File: config.mk
export PLATFORM = sky130hd
export DESIGN_NAME = spi_nor_command_sequencer
export DESIGN_NICKNAME = d
export VERILOG_FILES = /design/src/snc_pkg.sv /design/src/snc_step.sv /design/src/spi_nor_command_sequencer.sv
export VERILOG_INCLUDE_DIRS = /design/src /design/src/src
export SDC_FILE = /design/constraint.sdc
export NUM_CORES = 1
export LEC_CHECK = 0
export BUFFER_PORTS_ARGS = -buffer_cell sky130_fd_sc_hd__buf_2
export CAP_MARGIN = 25
export CORE_MARGIN = 2
export CORE_UTILIZATION = 60
export CTS_CLUSTER_DIAMETER = 100
export DETAILED_ROUTE_END_ITERATION = 8
export PLACE_DENSITY = 0.79
export SLEW_MARGIN = 20
export SYNTH_ARGS = -nofsm -noshare
export SYNTH_HDL_FRONTEND = slang
export SYNTH_SLANG_ARGS = --single-unit
File: constraint.sdc
create_clock -name clk -period 6.75 [get_ports clk]
set_input_delay 0 -clock clk [delete_from_list [all_inputs] [get_ports clk]]
set_output_delay 0 -clock clk [all_outputs]
set_load 0.02 [all_outputs]
File: src/spi_nor_command_sequencer_macros.svh
// assertion macros for the spi nor command sequencer
`ifndef SPI_NOR_COMMAND_SEQUENCER_MACROS_SVH
`define SPI_NOR_COMMAND_SEQUENCER_MACROS_SVH

// same-cycle implication, disabled during reset
`define SNC_ASSERT_NOW(label, ante, cons, msg) \
	label: assert property (@(posedge clk) disable iff (!arst_n) (ante) |-> (cons)) \
		else $error(msg);

// next-cycle implication, disabled during reset
`define SNC_ASSERT_NEXT(label, ante, cons, msg) \
	label: assert property (@(posedge clk) disable iff (!arst_n) (ante) |=> (cons)) \
		else $error(msg);

`endif

File: src/snc_pkg.sv
// types and constants of the spi nor command sequencer
`timescale 1ns / 1ps
package snc_pkg;
	localparam int unsigned MAX_RES = 8;
	localparam int unsigned PAGE_LEFT_W = 13;
	localparam logic [17:0] TICK_MAX = 18'h3FFFF;

	localparam logic [1:0] OP_REQ = 2'd0;
	localparam logic [1:0] OP_FLASH = 2'd1;
	localparam logic [1:0] OP_TICK = 2'd2;
	localparam logic [1:0] OP_WBYTE = 2'd3;

	localparam logic [2:0] K_READ = 3'd0;
	localparam logic [2:0] K_WRITE = 3'd1;
	localparam logic [2:0] K_ER4K = 3'd2;
	localparam logic [2:0] K_ER64K = 3'd4;
	localparam logic [2:0] K_CHIP = 3'd5;

	localparam logic [2:0] A_SEND = 3'd0;
	localparam logic [2:0] A_CLKIN = 3'd1;
	localparam logic [2:0] A_DESEL = 3'd2;
	localparam logic [2:0] A_HOST = 3'd3;
	localparam logic [2:0] A_ASK = 3'd4;
	localparam logic [2:0] A_DONE = 3'd5;

	localparam logic [2:0] ST_OK = 3'd0;
	localparam logic [2:0] ST_INVALID = 3'd1;
	localparam logic [2:0] ST_TIMEOUT = 3'd2;
	localparam logic [2:0] ST_NOWEL = 3'd3;
	localparam logic [2:0] ST_REJECT = 3'd4;

	localparam logic [7:0] CMD_WREN = 8'h06;
	localparam logic [7:0] CMD_RDSR = 8'h05;
	localparam logic [7:0] CMD_PP = 8'h02;
	localparam logic [7:0] CMD_SE4K = 8'h20;
	localparam logic [7:0] CMD_BE32K = 8'h52;
	localparam logic [7:0] CMD_BE64K = 8'hD8;
	localparam logic [7:0] CMD_CE = 8'hC7;
	localparam logic [7:0] CMD_READ = 8'h03;

	localparam logic [7:0] CAP_LO = 8'h14;
	localparam logic [7:0] CAP_HI = 8'h19;

	typedef enum logic [2:0] {
		PH_IDLE, PH_POLL, PH_WEL, PH_READ, PH_WDATA
	} phase_t;

	typedef enum logic [2:0] {
		R_NONE, R_READ_PRE, R_ERASE_PRE, R_PAGE, R_FINAL
	} resume_t;

	typedef struct packed {
		phase_t phase;
		resume_t resume;
		logic [2:0] kind;
		logic [24:0] addr;
		logic [15:0] bytes_left;
		logic [PAGE_LEFT_W-1:0] page_left;
		logic [17:0] elapsed;
		logic [17:0] limit;
	} seq_state_t;

	typedef struct packed {
		logic [2:0] action;
		logic [7:0] data;
		logic [2:0] status;
	} result_t;

	typedef struct packed {
		logic present;
		logic [25:0] cap;
		logic [15:0] rw_to;
		logic [15:0] erase_to;
		logic [15:0] chip_to;
	} seq_cfg_t;
endpackage

File: src/snc_step.sv
// next-state and result list for one item
`timescale 1ns / 1ps
module snc_step import snc_pkg::*; #(
	parameter int unsigned PAGE_BYTES = 256
) (
	input seq_state_t st,
	input seq_cfg_t cfg,
	input logic [1:0] op,
	input logic [2:0] kind,
	input logic [24:0] start_address,
	input logic [15:0] byte_count,
	input logic [7:0] in_byte,
	output seq_state_t nx,
	output result_t lst [MAX_RES],
	output logic [3:0] n
);
	localparam int unsigned PW = $clog2(PAGE_BYTES);

	logic ok;
	logic [PAGE_LEFT_W-1:0] chunk;
	logic [1:0] ei;

	always_comb begin
		nx = st;
		n = 4'd0;
		ok = 1'b0;
		chunk = '0;
		ei = 2'd0;
		for (int i = 0; i < MAX_RES; i++) lst[i] = '0;
		case (op)
			OP_REQ: begin
				if (st.phase != PH_IDLE) begin
					lst[n[2:0]] = '{A_DONE, 8'h00, ST_REJECT}; n = n + 4'd1;
				end else begin
					ok = cfg.present && (kind <= K_CHIP);
					if (ok && kind <= K_WRITE && (byte_count == 16'd0 ||
						({2'b00, start_address} + {11'd0, byte_count}) > {1'b0, cfg.cap}))
						ok = 1'b0;
					if (ok && kind >= K_ER4K && kind <= K_ER64K &&
						{1'b0, start_address} >= cfg.cap)
						ok = 1'b0;
					if (!ok) begin
						lst[n[2:0]] = '{A_DONE, 8'h00, ST_INVALID}; n = n + 4'd1;
						nx.phase = PH_IDLE;
						nx.resume = R_NONE;
					end else begin
						nx.kind = kind;
						nx.addr = start_address;
						nx.bytes_left = byte_count;
						nx.page_left = '0;
						if (kind == K_WRITE) begin
							lst[n[2:0]] = '{A_SEND, CMD_WREN, ST_OK}; n = n + 4'd1;
							lst[n[2:0]] = '{A_DESEL, 8'h00, ST_OK}; n = n + 4'd1;
							lst[n[2:0]] = '{A_SEND, CMD_RDSR, ST_OK}; n = n + 4'd1;
							lst[n[2:0]] = '{A_CLKIN, 8'h00, ST_OK}; n = n + 4'd1;
							nx.phase = PH_WEL;
						end else begin
							nx.elapsed = '0;
							nx.limit = {2'b00, cfg.rw_to};
							nx.resume = (kind == K_READ) ? R_READ_PRE : R_ERASE_PRE;
							nx.phase = PH_POLL;
							lst[n[2:0]] = '{A_SEND, CMD_RDSR, ST_OK}; n = n + 4'd1;
							lst[n[2:0]] = '{A_CLKIN, 8'h00, ST_OK}; n = n + 4'd1;
						end
					end
				end
			end
			OP_FLASH: begin
				if (st.phase == PH_POLL) begin
					lst[n[2:0]] = '{A_DESEL, 8'h00, ST_OK}; n = n + 4'd1;
					if (in_byte[0]) begin
						if (st.elapsed > st.limit) begin
							lst[n[2:0]] = '{A_DONE, 8'h00, ST_TIMEOUT}; n = n + 4'd1;
							nx.phase = PH_IDLE;
							nx.resume = R_NONE;
						end else begin
							lst[n[2:0]] = '{A_SEND, CMD_RDSR, ST_OK}; n = n + 4'd1;
							lst[n[2:0]] = '{A_CLKIN, 8'h00, ST_OK}; n = n + 4'd1;
						end
					end else if (st.resume == R_READ_PRE) begin
						lst[n[2:0]] = '{A_SEND, CMD_READ, ST_OK}; n = n + 4'd1;
						lst[n[2:0]] = '{A_SEND, st.addr[23:16], ST_OK}; n = n + 4'd1;
						lst[n[2:0]] = '{A_SEND, st.addr[15:8], ST_OK}; n = n + 4'd1;
						lst[n[2:0]] = '{A_SEND, st.addr[7:0], ST_OK}; n = n + 4'd1;
						lst[n[2:0]] = '{A_CLKIN, 8'h00, ST_OK}; n = n + 4'd1;
						nx.phase = PH_READ;
					end else if (st.resume == R_ERASE_PRE ||
						(st.resume == R_PAGE && st.bytes_left != 16'd0)) begin
						lst[n[2:0]] = '{A_SEND, CMD_WREN, ST_OK}; n = n + 4'd1;
						lst[n[2:0]] = '{A_DESEL, 8'h00, ST_OK}; n = n + 4'd1;
						lst[n[2:0]] = '{A_SEND, CMD_RDSR, ST_OK}; n = n + 4'd1;
						lst[n[2:0]] = '{A_CLKIN, 8'h00, ST_OK}; n = n + 4'd1;
						nx.phase = PH_WEL;
					end else begin
						lst[n[2:0]] = '{A_DONE, 8'h00, ST_OK}; n = n + 4'd1;
						nx.phase = PH_IDLE;
						nx.resume = R_NONE;
					end
				end else if (st.phase == PH_WEL) begin
					lst[n[2:0]] = '{A_DESEL, 8'h00, ST_OK}; n = n + 4'd1;
					if (!in_byte[1]) begin
						lst[n[2:0]] = '{A_DONE, 8'h00, ST_NOWEL}; n = n + 4'd1;
						nx.phase = PH_IDLE;
						nx.resume = R_NONE;
					end else if (st.kind == K_WRITE) begin
						chunk = PAGE_LEFT_W'(PAGE_BYTES) - PAGE_LEFT_W'(st.addr[PW-1:0]);
						if ({{(16 - PAGE_LEFT_W){1'b0}}, chunk} > st.bytes_left)
							chunk = st.bytes_left[PAGE_LEFT_W-1:0];
						nx.page_left = chunk;
						lst[n[2:0]] = '{A_SEND, CMD_PP, ST_OK}; n = n + 4'd1;
						lst[n[2:0]] = '{A_SEND, st.addr[23:16], ST_OK}; n = n + 4'd1;
						lst[n[2:0]] = '{A_SEND, st.addr[15:8], ST_OK}; n = n + 4'd1;
						lst[n[2:0]] = '{A_SEND, st.addr[7:0], ST_OK}; n = n + 4'd1;
						lst[n[2:0]] = '{A_ASK, 8'h00, ST_OK}; n = n + 4'd1;
						nx.phase = PH_WDATA;
					end else begin
						if (st.kind >= K_ER4K && st.kind <= K_ER64K) begin
							ei = 2'(st.kind - K_ER4K);
							lst[n[2:0]] = '{A_SEND, (ei == 2'd0) ? CMD_SE4K :
								(ei == 2'd1) ? CMD_BE32K : CMD_BE64K, ST_OK};
							n = n + 4'd1;
							lst[n[2:0]] = '{A_SEND, st.addr[23:16], ST_OK}; n = n + 4'd1;
							lst[n[2:0]] = '{A_SEND, st.addr[15:8], ST_OK}; n = n + 4'd1;
							lst[n[2:0]] = '{A_SEND, st.addr[7:0], ST_OK}; n = n + 4'd1;
							nx.limit = {2'b00, cfg.erase_to} << ei;
						end else begin
							lst[n[2:0]] = '{A_SEND, CMD_CE, ST_OK}; n = n + 4'd1;
							nx.limit = {2'b00, cfg.chip_to};
						end
						lst[n[2:0]] = '{A_DESEL, 8'h00, ST_OK}; n = n + 4'd1;
						nx.elapsed = '0;
						nx.resume = R_FINAL;
						nx.phase = PH_POLL;
						lst[n[2:0]] = '{A_SEND, CMD_RDSR, ST_OK}; n = n + 4'd1;
						lst[n[2:0]] = '{A_CLKIN, 8'h00, ST_OK}; n = n + 4'd1;
					end
				end else if (st.phase == PH_READ) begin
					lst[n[2:0]] = '{A_HOST, in_byte, ST_OK}; n = n + 4'd1;
					if (st.bytes_left != 16'd0) nx.bytes_left = st.bytes_left - 16'd1;
					if (nx.bytes_left != 16'd0) begin
						lst[n[2:0]] = '{A_CLKIN, 8'h00, ST_OK}; n = n + 4'd1;
					end else begin
						lst[n[2:0]] = '{A_DESEL, 8'h00, ST_OK}; n = n + 4'd1;
						lst[n[2:0]] = '{A_DONE, 8'h00, ST_OK}; n = n + 4'd1;
						nx.phase = PH_IDLE;
						nx.resume = R_NONE;
					end
				end
			end
			OP_TICK: begin
				if (st.phase == PH_POLL && st.elapsed < TICK_MAX)
					nx.elapsed = st.elapsed + 18'd1;
			end
			default: begin
				if (st.phase == PH_WDATA) begin
					lst[n[2:0]] = '{A_SEND, in_byte, ST_OK}; n = n + 4'd1;
					if (st.page_left != '0) nx.page_left = st.page_left - PAGE_LEFT_W'(1);
					if (st.bytes_left != 16'd0) nx.bytes_left = st.bytes_left - 16'd1;
					nx.addr = st.addr + 25'd1;
					if (nx.page_left != '0) begin
						lst[n[2:0]] = '{A_ASK, 8'h00, ST_OK}; n = n + 4'd1;
					end else begin
						lst[n[2:0]] = '{A_DESEL, 8'h00, ST_OK}; n = n + 4'd1;
						nx.elapsed = '0;
						nx.limit = {2'b00, cfg.rw_to};
						nx.resume = R_PAGE;
						nx.phase = PH_POLL;
						lst[n[2:0]] = '{A_SEND, CMD_RDSR, ST_OK}; n = n + 4'd1;
						lst[n[2:0]] = '{A_CLKIN, 8'h00, ST_OK}; n = n + 4'd1;
					end
				end
			end
		endcase
	end
endmodule

File: src/spi_nor_command_sequencer.sv
// top level of the spi nor command sequencer
// usage:
// s_axis carries one item per handshake: tuser holds the op (request, flash
// byte, ms tick, host write byte), tdata the request fields and the byte.
// m_axis returns the actions for the spi link and the host, one per handshake;
// tlast marks the final action caused by one input item.
// cfg_we writes register cfg_index (0 present, 1 capacity code, 2 rw
// timeout, 3 erase timeout, 4 chip erase timeout) with cfg_data.
// flow: an item is registered, then its whole action list (0 to 8
// entries) is formed combinationally and loaded into the output list
// once that list is free; the first action is then presented from the
// output list.
// the output list drains one action per cycle while m_axis_tready is high;
// the next item waits in the input register until the last action of the
// list is taken, and items making no action (ticks, ignored bytes) pass one per cycle while the output list is empty.
// reset clears the sequencer to idle and the registers to their defaults.
// when m_axis stalls the output list holds; one further item waits in the
// input register and s_axis_tready drops until the list can be reloaded.
// PAGE_BYTES must be a power of two.
`timescale 1ns / 1ps
`include "spi_nor_command_sequencer_macros.svh"
module spi_nor_command_sequencer import snc_pkg::*; #(
	parameter int unsigned PAGE_BYTES = 256
) (
	input logic clk,
	input logic arst_n,
	input logic s_axis_tvalid,
	output logic s_axis_tready,
	// request_kind[2:0], start_address[27:3], byte_count[43:28], in_byte[51:44]
	input logic [55:0] s_axis_tdata,
	// op[1:0]
	input logic [1:0] s_axis_tuser,
	output logic m_axis_tvalid,
	input logic m_axis_tready,
	// action[2:0], out_byte[10:3], status[13:11]
	output logic [15:0] m_axis_tdata,
	output logic m_axis_tlast,
	input logic cfg_we,
	input logic [2:0] cfg_index,
	input logic [15:0] cfg_data
);
	logic present_q;
	logic [7:0] cap_code_q;
	logic [15:0] rw_to_q, erase_to_q, chip_to_q;
	seq_cfg_t cfg;

	logic valid_s1;
	logic [55:0] data_s1;
	logic [1:0] op_s1;

	seq_state_t st_q, nx;
	result_t lst [MAX_RES];
	logic [3:0] n;
	result_t buf_q [MAX_RES];
	logic [3:0] rem_q;
	logic [2:0] idx_q;
	logic free, load, out_acc;

	always_ff @(posedge clk or negedge arst_n) begin
		if (!arst_n) begin
			present_q <= 1'b0;
			cap_code_q <= 8'd0;
			rw_to_q <= 16'd100;
			erase_to_q <= 16'd3000;
			chip_to_q <= 16'd60000;
		end else if (cfg_we) begin
			case (cfg_index)
				3'd0: present_q <= cfg_data[0];
				3'd1: cap_code_q <= cfg_data[7:0];
				3'd2: rw_to_q <= cfg_data;
				3'd3: erase_to_q <= cfg_data;
				3'd4: chip_to_q <= cfg_data;
				default: ;
			endcase
		end
	end

	always_comb begin
		cfg.present = present_q;
		cfg.rw_to = rw_to_q;
		cfg.erase_to = erase_to_q;
		cfg.chip_to = chip_to_q;
		if (cap_code_q >= CAP_LO && cap_code_q <= CAP_HI)
			cfg.cap = 26'd1 << cap_code_q[4:0];
		else
			cfg.cap = 26'd1 << 23;
	end

	assign out_acc = m_axis_tvalid && m_axis_tready;
	assign free = (rem_q == 4'd0) || (rem_q == 4'd1 && m_axis_tready);
	assign load = valid_s1 && free;
	assign s_axis_tready = !valid_s1 || load;

	snc_step #(.PAGE_BYTES(PAGE_BYTES)) u_step (
		.st(st_q),
		.cfg(cfg),
		.op(op_s1),
		.kind(data_s1[2:0]),
		.start_address(data_s1[27:3]),
		.byte_count(data_s1[43:28]),
		.in_byte(data_s1[51:44]),
		.nx(nx),
		.lst(lst),
		.n(n)
	);

	always_ff @(posedge clk or negedge arst_n) begin
		if (!arst_n) begin
			valid_s1 <= 1'b0;
			st_q <= '{PH_IDLE, R_NONE, 3'd0, 25'd0, 16'd0, '0, 18'd0, 18'd0};
			rem_q <= 4'd0;
			idx_q <= 3'd0;
		end else begin
			if (s_axis_tready) valid_s1 <= s_axis_tvalid;
			if (load) begin
				st_q <= nx;
				rem_q <= n;
				idx_q <= 3'd0;
			end else if (out_acc) begin
				rem_q <= rem_q - 4'd1;
				idx_q <= idx_q + 3'd1;
			end
		end
	end

	always_ff @(posedge clk) begin
		if (s_axis_tready && s_axis_tvalid) begin
			data_s1 <= s_axis_tdata;
			op_s1 <= s_axis_tuser;
		end
		if (load) buf_q <= lst;
	end

	assign m_axis_tvalid = rem_q != 4'd0;
	assign m_axis_tdata = {2'b00, buf_q[idx_q].status, buf_q[idx_q].data,
		buf_q[idx_q].action};
	assign m_axis_tlast = rem_q == 4'd1;

	`SNC_ASSERT_NOW(a_list_bound, rem_q != 4'd0, ({1'b0, idx_q} + rem_q) <= 4'd8, "list overrun")
	`SNC_ASSERT_NOW(a_idle_resume, st_q.phase == PH_IDLE, st_q.resume == R_NONE, "stale resume")
	`SNC_ASSERT_NOW(a_wdata_page, st_q.phase == PH_WDATA, st_q.page_left != '0, "empty page")
	`SNC_ASSERT_NEXT(a_load_pops, load && n != 4'd0, !valid_s1 || m_axis_tvalid, "lost list")
endmodule
Word-level counts from Yosys, hierarchy flattened
Index checks and enable logic that the tools add are counted.
{"block": "totals", "ff_bits": 330, "latch_bits": 0, "ramBits": 0, "rom_bits": 0, "input_bits": 82, "out_inout_bits": 19, "mem_count": 0}
{"block": "op_classes", "add_sub_neg": 12, "multipliers": 0, "n_div": 0, "order_cmp": 20, "eq_ne": 37, "n_shift": 2, "mux": 134, "bitwise_logic": 19, "reduce_logical": 54}
{"cell": "two-way mux 42 bit", "count": 9}
{"cell": "two-way mux 14 bit", "count": 19}
{"cell": "two-way mux 70 bit", "count": 3}
{"cell": "NOT 104 bit", "count": 2}
{"cell": "two-way mux 84 bit", "count": 2}
{"cell": "one-hot mux 56 bit (3 select lines)", "count": 1}
{"cell": "demux 14 bit (select 3 bit)", "count": 3}
{"cell": "two-way mux 16 bit", "count": 7}
{"cell": "two-way mux 36 bit", "count": 3}
{"cell": "one-hot mux 18 bit (3 select lines)", "count": 2}
{"cell": "AND 104 bit", "count": 1}
{"cell": "AND 91 x 104 -> 104 bit", "count": 1}
{"cell": "two-way mux 99 bit", "count": 1}
{"cell": "two-way mux 49 bit", "count": 2}
{"cell": "AND 96 bit", "count": 1}
{"cell": "NOT 96 bit", "count": 1}
{"cell": "two-way mux 93 bit", "count": 1}
{"cell": "two-way mux 90 bit", "count": 1}
{"cell": "one-hot mux 29 bit (3 select lines)", "count": 1}
{"cell": "two-way mux 41 bit", "count": 2}
{"cell": "two-way mux 13 bit", "count": 6}
{"cell": "two-way mux 4 bit", "count": 17}
{"cell": "two-way mux 65 bit", "count": 1}
{"cell": "two-way mux 28 bit", "count": 2}
{"cell": "82 further kinds", "count": 189}

Logic depth before layout (Yosys ltp)
Gate-level depths: netlist (run 1).
{"block": "logic_depth", "ltp_word": 23, "depth_mapped": 23, "depth_no_buf": 23}

Cells and area by module
Synthesis (run 1) repeated with hierarchy kept, for this count alone.
{"block": "unflattened", "cells_unflattened": 2352, "area_unflattened_um2": 22291.4}
{"module": "spi_nor_command_sequencer", "n_inst": 1, "cells_per_inst": 832, "area_per_inst_um2": 12433.2, "seq_area_each_um2": 9110.0}
{"module": "snc_step", "n_inst": 1, "cells_per_inst": 1520, "area_per_inst_um2": 9858.2, "seq_area_each_um2": 0.0}

Least setup slack after synthesis (run 1)
OpenSTA, ideal clock, no wires.
{"block": "synth_timing", "path_type": "flip-flop to flip-flop", "startpoint": "register data_s1[3]", "endpoint": "register st_q[81] (netlist name)", "arrival_time_ps": 5113, "t_required_ps": 6621, "path_slack_ps": 1509, "stages_incl_launch_ff": 24, "n_path_buf": 2, "path_cell_list": "edfxtp_1 ha_1 fa_1 a21o_1 a21oi_1 nand2b_1 a211o_1 a31oi_1 a211o_1 a21oi_1 nor2_1 xor2_1 ha_1 a21o_1 a21oi_1 o21ai_0 nor4_1 o41a_1 and2_1 a41o_1 clkbuf_1 clkbuf_1 mux2i_1 nand3_1"}
{"block": "synth_between", "elab_chain_cells": 15, "elab_cells_between_ends": 16, "classes_between": "1 x add/sub; 2 x order compare; 1 x eq/ne; 6 x mux; 6 x reduce/logical"}
{"item": "start: declaration", "line_no": "spi_nor_command_sequencer.sv:48", "rtl": "logic [55:0] data_s1;"}
{"item": "start signal: assignment", "line_no": "spi_nor_command_sequencer.sv:128", "rtl": "data_s1 <= s_axis_tdata;"}
{"item": "adder 25 x 16 -> 26 bit", "line_no": "snc_step.sv:37", "rtl": "({2'b00, start_address} + {11'd0, byte_count}) > {1'b0, cfg.cap}))"}
{"item": "greater-than comparator 27 x 26 -> 1 bit", "line_no": "snc_step.sv:37"}
{"item": "logical OR 1 bit", "line_no": "snc_step.sv:36", "rtl": "if (ok && kind <= K_WRITE && (byte_count == 16'd0 ||"}
{"item": "logical AND 1 bit", "line_no": "snc_step.sv:36"}
{"item": "two-way mux 1 bit", "line_no": "snc_step.sv:36"}
{"item": "two-way mux 1 bit", "line_no": "snc_step.sv:32", "rtl": "if (st.phase != PH_IDLE) begin"}
{"item": "two-way mux 1 bit", "line_no": "snc_step.sv:30", "rtl": "case (op)"}
{"item": "logical AND 1 bit (3 in series)", "line_no": "snc_step.sv:39", "rtl": "if (ok && kind >= K_ER4K && kind <= K_ER64K &&"}
{"item": "two-way mux 1 bit *", "line_no": "snc_step.sv:39"}
{"item": "two-way mux 1 bit *", "line_no": "snc_step.sv:32"}
{"item": "two-way mux 1 bit *", "line_no": "snc_step.sv:30"}
{"item": "!= test 2 x 1 -> 1 bit (no source line) *"}
{"item": "AND reduction 5 bit (no source line) *"}
{"item": "end signal: assignment", "line_no": "spi_nor_command_sequencer.sv:110", "rtl": "st_q <= '{PH_IDLE, R_NONE, 3'd0, 25'd0, 16'd0, '0, 18'd0, 18'd0};"}
{"item": "end signal: assignment", "line_no": "spi_nor_command_sequencer.sv:116", "rtl": "st_q <= nx;"}
{"item": "end: declaration", "line_no": "spi_nor_command_sequencer.sv:51", "rtl": "seq_state_t st_q, nx;"}
Every way passes the cells marked *; elsewhere a longest branch is shown, timed or not. The select of a mux whose other input is x is not followed.
A chain may end at the register's enable or synchronous reset.

Final worst setup path (run 1)
{"block": "layout_timing", "startpoint": "register data_s1[4]", "endpoint": "register st_q[63] (netlist name)"}
{"block": "layout_between", "elab_chain_cells": 15, "elab_cells_between_ends": 16, "classes_between": "1 x add/sub; 2 x order compare; 1 x eq/ne; 6 x mux; 6 x reduce/logical"}
{"item": "adder 25 x 16 -> 26 bit", "line_no": "snc_step.sv:37"}
{"item": "greater-than comparator 27 x 26 -> 1 bit", "line_no": "snc_step.sv:37"}
{"item": "logical OR 1 bit", "line_no": "snc_step.sv:36"}
{"item": "logical AND 1 bit", "line_no": "snc_step.sv:36"}
{"item": "two-way mux 1 bit", "line_no": "snc_step.sv:36"}
{"item": "two-way mux 1 bit", "line_no": "snc_step.sv:32"}
{"item": "two-way mux 1 bit", "line_no": "snc_step.sv:30"}
{"item": "logical AND 1 bit (3 in series)", "line_no": "snc_step.sv:39"}
{"item": "two-way mux 1 bit *", "line_no": "snc_step.sv:39"}
{"item": "two-way mux 1 bit *", "line_no": "snc_step.sv:32"}
{"item": "two-way mux 1 bit *", "line_no": "snc_step.sv:30"}
{"item": "!= test 2 x 1 -> 1 bit (no source line) *"}
{"item": "AND reduction 8 bit (no source line) *"}
Marks and branches as above.

==> results of run 1 <==
-- power groups by stage --
stage,clock [mW],sequential (mW),combinational [mW]
global placement,0,2.64,2.82
finish,1.64,2.63,3.07
floorplan,0,2.44,2.29
global route,1.72,2.68,3.40
CTS,1.65,2.63,2.99
detailed placement,0,2.66,2.93
-- path summary, 6_finish.rpt --
check	slack, ns	cells after the start	from	end
worst max register to register	0.51	21	data_s1[4]	st_q[63]
max in group asynchronous	5.55	3	arst_n	rw_to_q[7]
min in group clk	0.15	2	s_axis_tdata[48]	data_s1[48]
worst max-delay path	0.51	21	data_s1[4]	st_q[63]
worst min-delay path	-0.02	2	arst_n	st_q[74]
worst min register to register	0.51	1	rw_to_q[14]	rw_to_q[14]
-- registers in the layout (all words and copies together), names as in the netlist --
register,flops
st_q,98
buf_q,58
data_s1,52
chip_to_q,16
erase_to_q,16
rw_to_q,16
cap_code_q,8
rem_q,4
idx_q,3
op_s1,2
present_q,1
valid_s1,1
-- routing by layer --
layer	track usage [%]	routed length (um)
met1	43.17	20030
met2	51.77	22280
met3	5.739	4052
met4	10.10	1481
met5	0	13
-- logic make-up (layout without fill, tap and decap cells) --
| kind of cell | after synthesis | in the layout | share of synthesized area, % |
|---|---|---|---|
| other cells | 2 | 42 | 0.04396 |
| fa+ha+maj | 109 | 109 | 8.028 |
| simple gates | 621 | 621 | 18.50 |
| mux | 117 | 117 | 7.647 |
| flops | 275 | 275 | 43.69 |
| buf+inv | 158 | 330 | 3.640 |
| compound gates | 436 | 436 | 16.60 |
| xor+xnor | 36 | 36 | 1.846 |
-- area by class of cell --
cell class / count / area [sq um]
flip-flops and latches: 275 / 7463
clock buffers: 41 / 863.3
well taps: 378 / 473.0
clock inverters: 15 / 126.4
inverters: 72 / 270.3
repair buffers: 202 / 1483
fillers: 2089 / 8069
multi-input cells: 1361 / 9186
-- cells in the final DEF (no fill, tap or decap), types with 17 or more instances in the layout --
master,n
inv_1,69
a21o_1,17
xnor2_1,22
edfxtp_1,112
dlygate4sd3_1,78
mux2i_1,36
nor4_1,29
nor3_1,62
nand3_1,81
conb_1,42
dfstp_2,17
nor2b_1,19
and3_1,18
buf_2,96
nor2_1,128
a21oi_1,109
clkbuf_16,31
nand4_1,33
o211ai_1,20
o21ai_0,95
mux2_2,77
dfrtp_1,146
nand2_1,131
ha_1,108
a22oi_1,27
a31oi_1,20
nand2b_1,18
and2_1,37
o31ai_1,30
buf_4,26
-- through the flow --
step | std cells | instance area, sq um
4_1_cts | 2340 | 19840
3_5_place_dp | 2206 | 18060
3_3_place_gp | 2206 | 18060
5_1_grt | 2344 | 19870
2_1_floorplan | 1794 | 17230
6_report | 2344 | 19870
-- what timing repair did --
action | in CTS | in global routing
buffers inserted | 0 | 0
endpoints found under the hold margin | 176 | 0
hold buffers | 78 | 0
-- worst reg2reg max path, stage by stage (launching register included) --
cell and delay [ns]:
edfxtp_1 0.47, ha_1 0.35, a211oi_1 0.31, nor3_1 0.11, o31ai_1 0.32, a211o_1 0.25
o21ai_0 0.17, or4_1 0.45, a41oi_1 0.45, nor3b_1 0.13, xor2_1 0.16, ha_1 0.34
nand4_1 0.09, and3_1 0.16, o21ai_0 0.11, nor4_1 0.37, o41a_1 0.33, nand4_1 0.33
o21ai_1 0.27, buf_4 0.18, nand2_1 0.34, mux2_2 0.46
==> summary.md, run 1 <==
| Metric | Value |
|---|---|
| Outcome | finished with violations |
| Failing checks | hold timing |
| Period utilization | 92.41% |
| PwrDens | 369.6 nW/um^2 |
| TritonCTS clock tree | built |
| Inserted Diodes | 0 |
| Setup CP Type | reg -> reg |
| Area Overhead vs Synth | 16.29% |
| WL per Instance | 20.42 um |
| Detail Route Antenna Nets | 0 |
| Hold WS | -0.01579 ns |
| First-pass GRT wire length | 76760 um |
| DP Wirelength | 33490 um |
| DRT iter0 DRCs | 1414 |
| Skew final | 0.01014 ns |
| Hold violation total from the final report | 11 |
| Longest Clk Path Bufs | 3 |
| Total Routing Usage GR | 31.69% |
| Synth area leaders | dfrtp_1, edfxtp_1, ha_1 |
| Switching share of total power | 40.38% |
| Crit path largest cell delay | 0.47 ns |
| Sequential Power Share | 35.9% |
| Vias in the first global route | 14630 |
| Crit path capture type | flop |
| Measured slew at the worst slew-check pin | 1.093 ns |
| Tot Pwr | 7.342 mW |
| Post-layout net count | 2133 |
| Cell Int Power | 4.378 mW |
| Clock power share | 22.4% |
| RSZ-0062 raised after global routing | false |
| Critical Path RT | 7.19 ns |
| Die ar. | 29840 sq um |
| Slew Viols, Final | 0 |
| Max Freq | 0.1603 GHz |
| Core area | 27930 sq um |
| Final worst slack | 0.5123 ns |
| Clock root buffer | clkbuf_16 |
| Vias after detailed routing | 14800 |
| Crit-path cells | ha_1 -> a211oi_1 -> nor3_1 -> o31ai_1 -> a211o_1 -> o21ai_0 -> or4_1 -> a41oi_1 -> nor3b_1 -> xor2_1 -> ha_1 -> nand4_1 -> and3_1 -> o21ai_0 -> nor4_1 -> o41a_1 -> nand4_1 -> o21ai_1 -> buf_4 -> nand2_1 -> mux2_2 |
| Final setup TNS | 0 ns |
| CTS clk-pin slew, worst paths | 0.06 ns |
| Worst Path Arrival | 6.68 ns |
| Crit-path max FO | 16 |
| Latest clock arrival within the worst-skew pair | 0.56 ns |
| Register area share after synthesis | 43.69% |
| Synth Area per Inst | 9.739 sq um |
| Worst Hold Class | in -> async |
| MaxCap Viol Count | 0 |
| Grt total ovfl | 0 |
| Primary FF master, synth | dfrtp_1 |
| Io pins | 101 |
| Yosys warning count | 0 |
| Critical path's slowest cell | edfxtp_1 |
| Slew margin rel. | 26.70% |
| Share of the synthesized area in the top cell type | 21.39% |
| Peak supply drop | 0.0002720 V |
| Clk sink count | 275 |
| Final critical-path required period | 6.238 ns |
| Mapped Area | 17080 sq um |
| Buf/Inv on CP | 1 |
| Drt pass-1 iters | 6 |
| Psw | 2.965 mW |
| CTS Buf Count | 30 |
| Logic pwr share | 41.8% |
| Drt drc | 0 |
| Initial antenna violation count | 1 |
| Cells after synthesis | 1754 |
| Utilization of the core after routing | 71.11% |
| Final setup fails | 0 |
| PostCTS Resize Cnt | 0 |
| Starting Density | 61.15% |
| GP Congestion | 0.9492 |
| I/O Buffers | 94 |
| Post-synth EDFFs | 112 |
| Setup WS pre-CTS | 0.6981 ns |
| Commonest cells in the netlist | dfrtp_1, nand2_1, nor2_1 |
| Vias/cell | 6.314 |
| H-tree levels | 1 |
| Yosys top cell by area | dfrtp_1 |
| Largest net degree at the start of global routing | 64 |
| Die Span Y | 172.7 um |
| Pleak | 8.168 nW |
| Layout cell share with drive strength beyond 1 | 15.62% |
| Post-synthesis async set-or-reset flop share | 59.27% |
| Die width | 172.7 um |
| Distinct cells, synth | 83 |
| DRT Wirelength | 47850 um |
| Worst Setup Start Kind | flop |
| Top-count cell post-synth | dfrtp_1 |
| Critical path's top delay family | compound AO/OA/AOI/OAI gates |
| Site Rows | 61 |
| FF+latch count, synth | 275 |
(Power assumes the default switching activity.)
==> run 2, diff against run 1 <==
--- a/config.mk
+++ b/config.mk
@@ -6,13 +6,14 @@
 export SDC_FILE = /design/constraint.sdc
 export NUM_CORES = 1
 export LEC_CHECK = 0
+export ABC_AREA = 1
 export BUFFER_PORTS_ARGS = -buffer_cell sky130_fd_sc_hd__buf_2
 export CAP_MARGIN = 25
 export CORE_MARGIN = 2
-export CORE_UTILIZATION = 60
+export CORE_UTILIZATION = 50
 export CTS_CLUSTER_DIAMETER = 100
 export DETAILED_ROUTE_END_ITERATION = 8
-export PLACE_DENSITY = 0.79
+export PLACE_DENSITY = 0.67
 export SLEW_MARGIN = 20
 export SYNTH_ARGS = -nofsm -noshare
 export SYNTH_HDL_FRONTEND = slang
==> summary.md, run 2 <==
| Metric | Value |
|---|---|
| Longest Clk Path Bufs | 3 (unchanged) |
| Pleak | 9.773 nW (+20%) |
| Die Span Y | 192.3 um (+11%) |
| Most frequent cells in the layout | nand2_1, nor2_1, inv_1, o21ai_0, nand3_1 |
| Largest register by flop count | st_q |
| Buf/Inv on CP | 2 (+1) |
| Worst Setup Start Kind | flop |
| Met1 usage | 38.57% (-4.6 points) |
| Initial antenna violation count | 0 (-1) |
| Most common cell after layout, fill and taps aside | nand2_1 |
| FF+latch count, synth | 275 (unchanged) |
| Starting Density | 51.05% (-10 points) |
| DRT Wirelength | 49880 um (+4.2%) |
| Die width | 192.3 um (+11%) |
| Site Rows | 68 (+11%) |
| Area Overhead vs Synth | 16.42% |
| Layout cell share with drive strength beyond 1 | 9.037% (-6.6 points) |
| Yosys top cell by area | dfrtp_1 |
| Post-synth EDFFs | 112 (unchanged) |
| Crit path capture type | flop |
| Busiest grt layer | met2 |
| Grt total ovfl | 0 (unchanged) |
| MaxCap Viol Count | 0 (unchanged) |
| CTS Buf Count | 34 (+13%) |
| H-tree levels | 2 (+1) |
| Period utilization | 82.85% (-9.6 points) |
| Primary FF master, synth | dfrtp_1 |
| Fillers | 3223 (+54%) |
| First-pass GRT wire length | 79960 um (+4.2%) |
| Detail Route Antenna Nets | 0 (unchanged) |
| Inserted Diodes | 0 (unchanged) |
| Distinct cells, synth | 56 (-33%) |
| Clk sink count | 275 (unchanged) |
| Crit-path max FO | 21 (+5) |
| Critical Path RT | 7.16 ns (-0.03 ns) |
| I/O Buffers | 94 (unchanged) |
| Die ar. | 36960 sq um (+24%) |
| PwrDens | 366.6 nW/um^2 (-0.83%) |
| Regs by FF count | st_q: 98 flops, buf_q: 58 flops, data_s1: 52 flops |
| Share of the synthesized area in the top cell type | 20.62% (-0.77 points) |
| WL per Instance | 16.63 um (-19%) |
| Logic pwr share | 45.5% (+3.7 points) |
| Vias in the first global route | 15520 (+6.0%) |
| GP Congestion | 0.9088 (-4.3%) |
| Critical path's slowest cell | a21oi_4 |
| CTS clk-pin slew, worst paths | 0.06 ns (about the same) |
| FF-to-FF Start | data_s1[28] |
| Core area | 34710 sq um (+24%) |
| Vias after detailed routing | 16170 (+9.2%) |
| Peak supply drop | 0.0002883 V (+6.0%) |
| Tot Pwr | 7.562 mW (+3.0%) |
| Final setup TNS | 0 ns (unchanged) |
| PostCTS Resize Cnt | 0 (unchanged) |
| Synth area leaders | dfrtp_1, edfxtp_1, nand2_1 |
| Crit path largest cell delay | 0.55 ns (+0.08 ns) |
| Cells after synthesis | 2325 (+33%) |
| Total Routing Usage GR | 27.46% (-4.2 points) |
| DP Wirelength | 35610 um (+6.3%) |
| Largest net degree at the start of global routing | 73 (+14%) |
| Commonest cells in the netlist | nand2_1, nor2_1, inv_1 |
| Met3 Usage GRT | 4.619% (-1.1 points) |
| Clock power share | 23.5% (+1.1 points) |
| Skew final | 0.01457 ns (+0.004423 ns) |
| Hold_sp | m_axis_tready |
| Cell mode on critical path | nand2_1 |
| Slew Viols, Final | 0 (unchanged) |
| Measured slew at the worst slew-check pin | 0.9832 ns (-0.1097 ns) |
| Mapped Area | 17720 sq um (+3.7%) |
| Max Freq | 0.1788 GHz (+12%) |
| Hold violation total from the final report | 0 (-11) |
| Switching share of total power | 43.64% (+3.3 points) |
| Vias/cell | 5.389 (-15%) |
| Drt pass-1 iters | 5 (-1) |
| Io pins | 101 (unchanged) |
| Setup CP Type | reg -> reg |
| Yosys warning count | 0 (unchanged) |
| Drt drc | 0 (unchanged) |
| Sequential Power Share | 31.0% (-4.9 points) |
| GR Layer Usage met2 | 44.13% (-7.6 points) |
| Final setup fails | 0 (unchanged) |
| RSZ-0062 raised after global routing | false |
| Worst setup path startpoint | data_s1[28] |
| Clock root buffer | clkbuf_16 |
| Cell Int Power | 4.262 mW (-2.7%) |
| Post-synthesis async set-or-reset flop share | 59.27% (unchanged) |
| DRT iter0 DRCs | 1248 (-12%) |
| Final critical-path required period | 5.592 ns (-0.6453 ns) |
| Slew margin rel. | 34.30% (+7.6 points) |
| Outcome | finished, final reports clean |
| Psw | 3.300 mW (+11%) |
| Top-count cell post-synth | nand2_1 |
| Worst Hold Class | in -> reg |
| Critical path's top delay family | simple AND/OR/NAND/NOR gates |
| Max reg flops | 98 (unchanged) |
| Synth Area per Inst | 7.622 sq um (-22%) |
| Post-layout net count | 2711 (+27%) |
| Register area share after synthesis | 42.12% (-1.6 points) |
| Worst Path Arrival | 6.00 ns (-0.68 ns) |
| Latest clock arrival within the worst-skew pair | 0.53 ns (-0.03 ns) |
| TritonCTS clock tree | built |
## run 2: changes by cell type after synthesis, sizes merged, moves of 26 or more
cell,delta
a21oi,-39
a22oi,-26
clkbuf,-36
inv,+156
xor2,+37
nand2,+570
o21ai,+114
nor3,-28
mux2,-78
o31ai,-32
and2,-36
nor2,+126
mux2i,-35
nand3,+73
## run 2: timing repair
action                    CTS  global route
hold endpoints to repair  213             0
hold buffers               80             0
setup buffers               0             0
## run 2: power groups by stage
stage	Clock, mW	Combinational [mW]	Sequential [mW]
finish	1.78	3.44	2.35
CTS	1.81	3.42	2.34
global placement	0	3.28	2.36
global route	1.87	3.87	2.38
detailed placement	0	3.35	2.37
floorplan	0	2.58	2.26
## run 2: cell families (layout without fill, tap and decap cells)
| kind of cell | after synthesis | in the layout | synth area share [%] |
|---|---|---|---|
| AO/OA/AOI/OAI | 351 | 351 | 10.94 |
| XOR/XNOR | 67 | 67 | 3.311 |
| adder cells (fa/ha/maj) | 109 | 109 | 7.739 |
| buffers and inverters | 301 | 481 | 6.785 |
| flip-flops | 275 | 275 | 42.12 |
| multiplexers | 1 | 1 | 0.05649 |
| other | 2 | 42 | 0.04238 |
| AND/OR/NAND/NOR | 1219 | 1219 | 29.01 |
## run 2: through the flow
step	area (sq um)	hold WS (ns)	utilization (%)	cells	setup WS [ns]
after global routing	20630	0.08745	59.43	3000	0.6472
after floorplan	17870	-0.2956	-	2365	2.785
after detailed placement	18740	-0.004074	53.99	2859	1.202
after global placement	18670	0.1766	53.80	2855	1.329
after CTS	20630	0.04036	59.43	3000	1.175
final	20630	0.06198	59.43	3000	1.158
## run 2: layout make-up
| class | count | area [sq um] | area share (%) |
|---|---|---|---|
| Multi-Input combinational cell | 1789 | 9211 | 44.65 |
| Sequential cell | 275 | 7463 | 36.18 |
| Timing Repair Buffer | 190 | 1446 | 7.011 |
| Clock buffer | 49 | 978.4 | 4.743 |
| Inverter | 230 | 863.3 | 4.185 |
| Tap cell | 455 | 569.3 | 2.760 |
| Clock inverter | 12 | 97.59 | 0.4731 |
## run 2: worst paths after layout
path,to,slack [ns],depth (start not counted)
max,st_q[37],1.16,27
min,rem_q[3],0.06,5
max reg2reg,st_q[37],1.16,27
min reg2reg,st_q[88],0.48,2
max in group asynchronous,rem_q[1],4.94,5
min in group asynchronous,st_q[65],0.48,3
## run 2: tightest hold or removal path: stages
cell	delay, ns
buf_2	0.10
inv_1	0.04
nand2_1	0.04
o21ai_0	0.20
a22oi_1	0.14
## run 2: layer usage
metal / wire length (um) / share of wire [%]
met4: 1013 / 2.0
met5: 0 / 0
met2: 22610 / 45
met3: 3101 / 6.2
met1: 23160 / 46
==> run 3, diff against run 2 <==
--- a/config.mk
+++ b/config.mk
@@ -6,14 +6,14 @@
 export SDC_FILE = /design/constraint.sdc
 export NUM_CORES = 1
 export LEC_CHECK = 0
-export ABC_AREA = 1
+export ABC_AREA = 0
 export BUFFER_PORTS_ARGS = -buffer_cell sky130_fd_sc_hd__buf_2
 export CAP_MARGIN = 25
 export CORE_MARGIN = 2
 export CORE_UTILIZATION = 50
 export CTS_CLUSTER_DIAMETER = 100
 export DETAILED_ROUTE_END_ITERATION = 8
-export PLACE_DENSITY = 0.67
+export PLACE_DENSITY = 0.7
 export SLEW_MARGIN = 20
 export SYNTH_ARGS = -nofsm -noshare
 export SYNTH_HDL_FRONTEND = slang
==> constraint.sdc (replaced) <==
create_clock -name clk -period 4.7 [get_ports clk]
set_input_delay 0 -clock clk [delete_from_list [all_inputs] [get_ports clk]]
set_output_delay 0 -clock clk [all_outputs]
set_load 0.02 [all_outputs]
==> summary.md, run 3 (synthesized netlist as in run 1, its figures left out) <==
| Metric | Value |
|---|---|
| Outcome | finished with violations |
| Failing checks | setup timing |
| Final critical-path required period | 5.201 ns (-0.3915 ns) |
| Slew Viols, Final | 0 (unchanged) |
| I/O Buffers | 94 (unchanged) |
| Cell Int Power | 6.772 mW (+59%) |
| DRT iter0 DRCs | 1196 (-4.2%) |
| Final worst slack | -0.5009 ns (-1.659 ns) |
| First-pass GRT wire length | 80160 um (+0.25%) |
| Hold WS | 0.03662 ns (-0.02536 ns) |
| Initial antenna violation count | 0 (unchanged) |
| Core area | 33620 sq um (-3.2%) |
| Measured slew at the worst slew-check pin | 1.231 ns (+0.2481 ns) |
| Total Routing Usage GR | 28.02% (+0.56 points) |
| Die ar. | 35660 sq um (-3.5%) |
| GP Congestion | 0.9723 (+7.0%) |
| Most common cell after layout, fill and taps aside | dfrtp_1 |
| PwrDens | 514.5 nW/um^2 (+40%) |
| Vias in the first global route | 14860 (-4.3%) |
| Clock root buffer | clkbuf_16 |
| Drt pass-1 iters | 7 (+2) |
| Grt total ovfl | 0 (unchanged) |
| Fillers | 2573 (-20%) |
| Register area | 7463 sq um (unchanged) |
| Slew margin rel. | 17.42% (-17 points) |
| Latest clock arrival within the worst-skew pair | 0.57 ns (+0.04 ns) |
| Vias/cell | 6.093 (+13%) |
| Most frequent cells in the layout | dfrtp_1, nand2_1, nor2_1, edfxtp_1, ha_1 |
| Max reg flops | 98 (unchanged) |
| Logic pwr share | 45.7% (+0.2 points) |
| Critical Path RT | 5.14 ns (-2.02 ns) |
| Final setup fails | 111 (+111) |
| DP Wirelength | 35120 um (-1.4%) |
| Period utilization | 110.7% (+28 points) |
| Multi-input logic area | 10070 sq um (+9.3%) |
| Longest Clk Path Bufs | 3 (unchanged) |
| Worst Hold Class | in -> async |
| H-tree levels | 1 (-1) |
| Vias after detailed routing | 15390 (-4.8%) |
| Crit-path max FO | 7 (-67%) |
| Die Span Y | 188.8 um (-1.8%) |
| Post-Place Cell Area | 18890 sq um (+0.80%) |
| Peak supply drop | 0.0004463 V (+55%) |
| Starting Density | 50.82% (-0.23 points) |
| Setup WS pre-CTS | -0.5000 ns (-1.702 ns) |
| WL per Instance | 20.47 um (+23%) |
| Max Freq | 0.1923 GHz (+7.5%) |
| Pleak | 9.058 nW (-7.3%) |
| Area Overhead vs Synth | 29.52% |
| MaxCap Viol Count | 0 (unchanged) |
| Tot Pwr | 11.38 mW (+51%) |
| Die width | 188.8 um (-1.8%) |
| Worst Path Arrival | 5.64 ns (-0.36 ns) |
| Detail Route Antenna Nets | 0 (unchanged) |
| Worst Setup Start Kind | flop |
| Hold violation total from the final report | 0 (unchanged) |
| Sequential Power Share | 33.3% (+2.3 points) |
| CTS clk-pin slew, worst paths | 0.06 ns (about the same) |
| Post-layout net count | 2246 (-17%) |
| Design area | 22130 sq um (+7.3%) |
| TritonCTS clock tree | built |
| Inserted Diodes | 0 (unchanged) |
| Regs by FF count | st_q: 98 flops, buf_q: 58 flops, data_s1: 52 flops |
| RSZ-0062 raised after global routing | true |
| Clock power share | 21.0% (-2.5 points) |
| Largest register by flop count | st_q |
| Largest net degree at the start of global routing | 85 (+16%) |
| Site Rows | 67 (-1.5%) |
| DRT Wirelength | 51710 um (+3.7%) |
| CTS Buf Count | 31 (-8.8%) |
| Layout cell share with drive strength beyond 1 | 25.99% (+17 points) |
| Placed Cells | 2349 (-18%) |
| Drt drc | 0 (unchanged) |
| Skew final | 0.008930 ns (-0.005637 ns) |
| Io pins | 101 (unchanged) |
| Post-route insts no fill | 2526 (-16%) |
| Clk sink count | 275 (unchanged) |
| Psw | 4.613 mW (+40%) |
| Crit path capture type | flop |
| Switching share of total power | 40.52% (-3.1 points) |
| Setup CP Type | reg -> reg |
## run 3: power groups by stage
| stage | Sequential [mW] | Combinational, mW | Clock, mW |
|---|---|---|---|
| after detailed placement | 3.78 | 4.54 | 0 |
| after global routing | 3.86 | 5.69 | 2.52 |
| final | 3.79 | 5.20 | 2.39 |
| after CTS | 3.74 | 4.82 | 2.42 |
| after global placement | 3.76 | 4.46 | 0 |
| after floorplan | 3.50 | 3.36 | 0 |
## run 3: timing repair
item,in CTS,in global routing
hold buffers,78,0
hold endpoints to repair,197,0
resized for setup,96,140
gates cloned,4,10
pin swaps,27,69
endpoints found under the setup margin,111,111
buffers inserted,17,16
## run 3: worst paths after layout
check	startpoint	endpoint	slack, ns	cells past startpoint
max	data_s1[4]	st_q[66]	-0.50	24
max in group asynchronous	arst_n	erase_to_q[13]	3.48	3
min in group clk	s_axis_tdata[1]	data_s1[1]	0.14	2
max reg2reg	data_s1[4]	st_q[66]	-0.50	24
min	arst_n	st_q[75]	0.04	2
min reg2reg	cap_code_q[4]	cap_code_q[4]	0.50	1
## run 3: area by class of cell
cell class,count,share of cell area (%)
Timing Repair Buffer,314,12.54
Clock inverter,11,0.5824
Inverter,72,1.221
Multi-Input combinational cell,1361,45.51
Sequential cell,275,33.73
Tap cell,448,2.533
Clock buffer,45,3.879
## run 3: per-stage QoR
step | setup TNS [ns] | util [%]
after floorplan | -0.04827 | -
after global placement | -22.34 | 56.20
after detailed placement | -40.65 | 56.20
after CTS | -26.51 | 63.10
after global routing | -68.45 | 65.82
final | -44.53 | 65.82
## run 3: critical path: stages, from the launching register on
cell      delay [ns]
edfxtp_1        0.42
buf_4           0.15
buf_4           0.14
fa_2            0.40
a21o_1          0.18
a21oi_2         0.16
nand2b_4        0.14
a211o_1         0.17
a31oi_2         0.12
a211o_1         0.32
a21oi_4         0.16
buf_4           0.14
nor2_1          0.05
xor2_1          0.14
ha_1            0.34
nand4_1         0.09
and3_1          0.19
o21ai_2         0.08
o22ai_1         0.11
o41a_1          0.49
and2_4          0.22
buf_6           0.12
a41o_4          0.28
buf_6           0.16
mux2_4          0.30
## run 3: layer usage
layer	wire length, um	share of wire [%]	up-vias	global-route usage, %
li1	-	-	7126	-
met1	22420	43	7539	38.99
met2	23990	46	606	45.22
met3	3593	6.9	120	3.837
met4	1706	3.3	0	9.375
met5	0	0	-	0
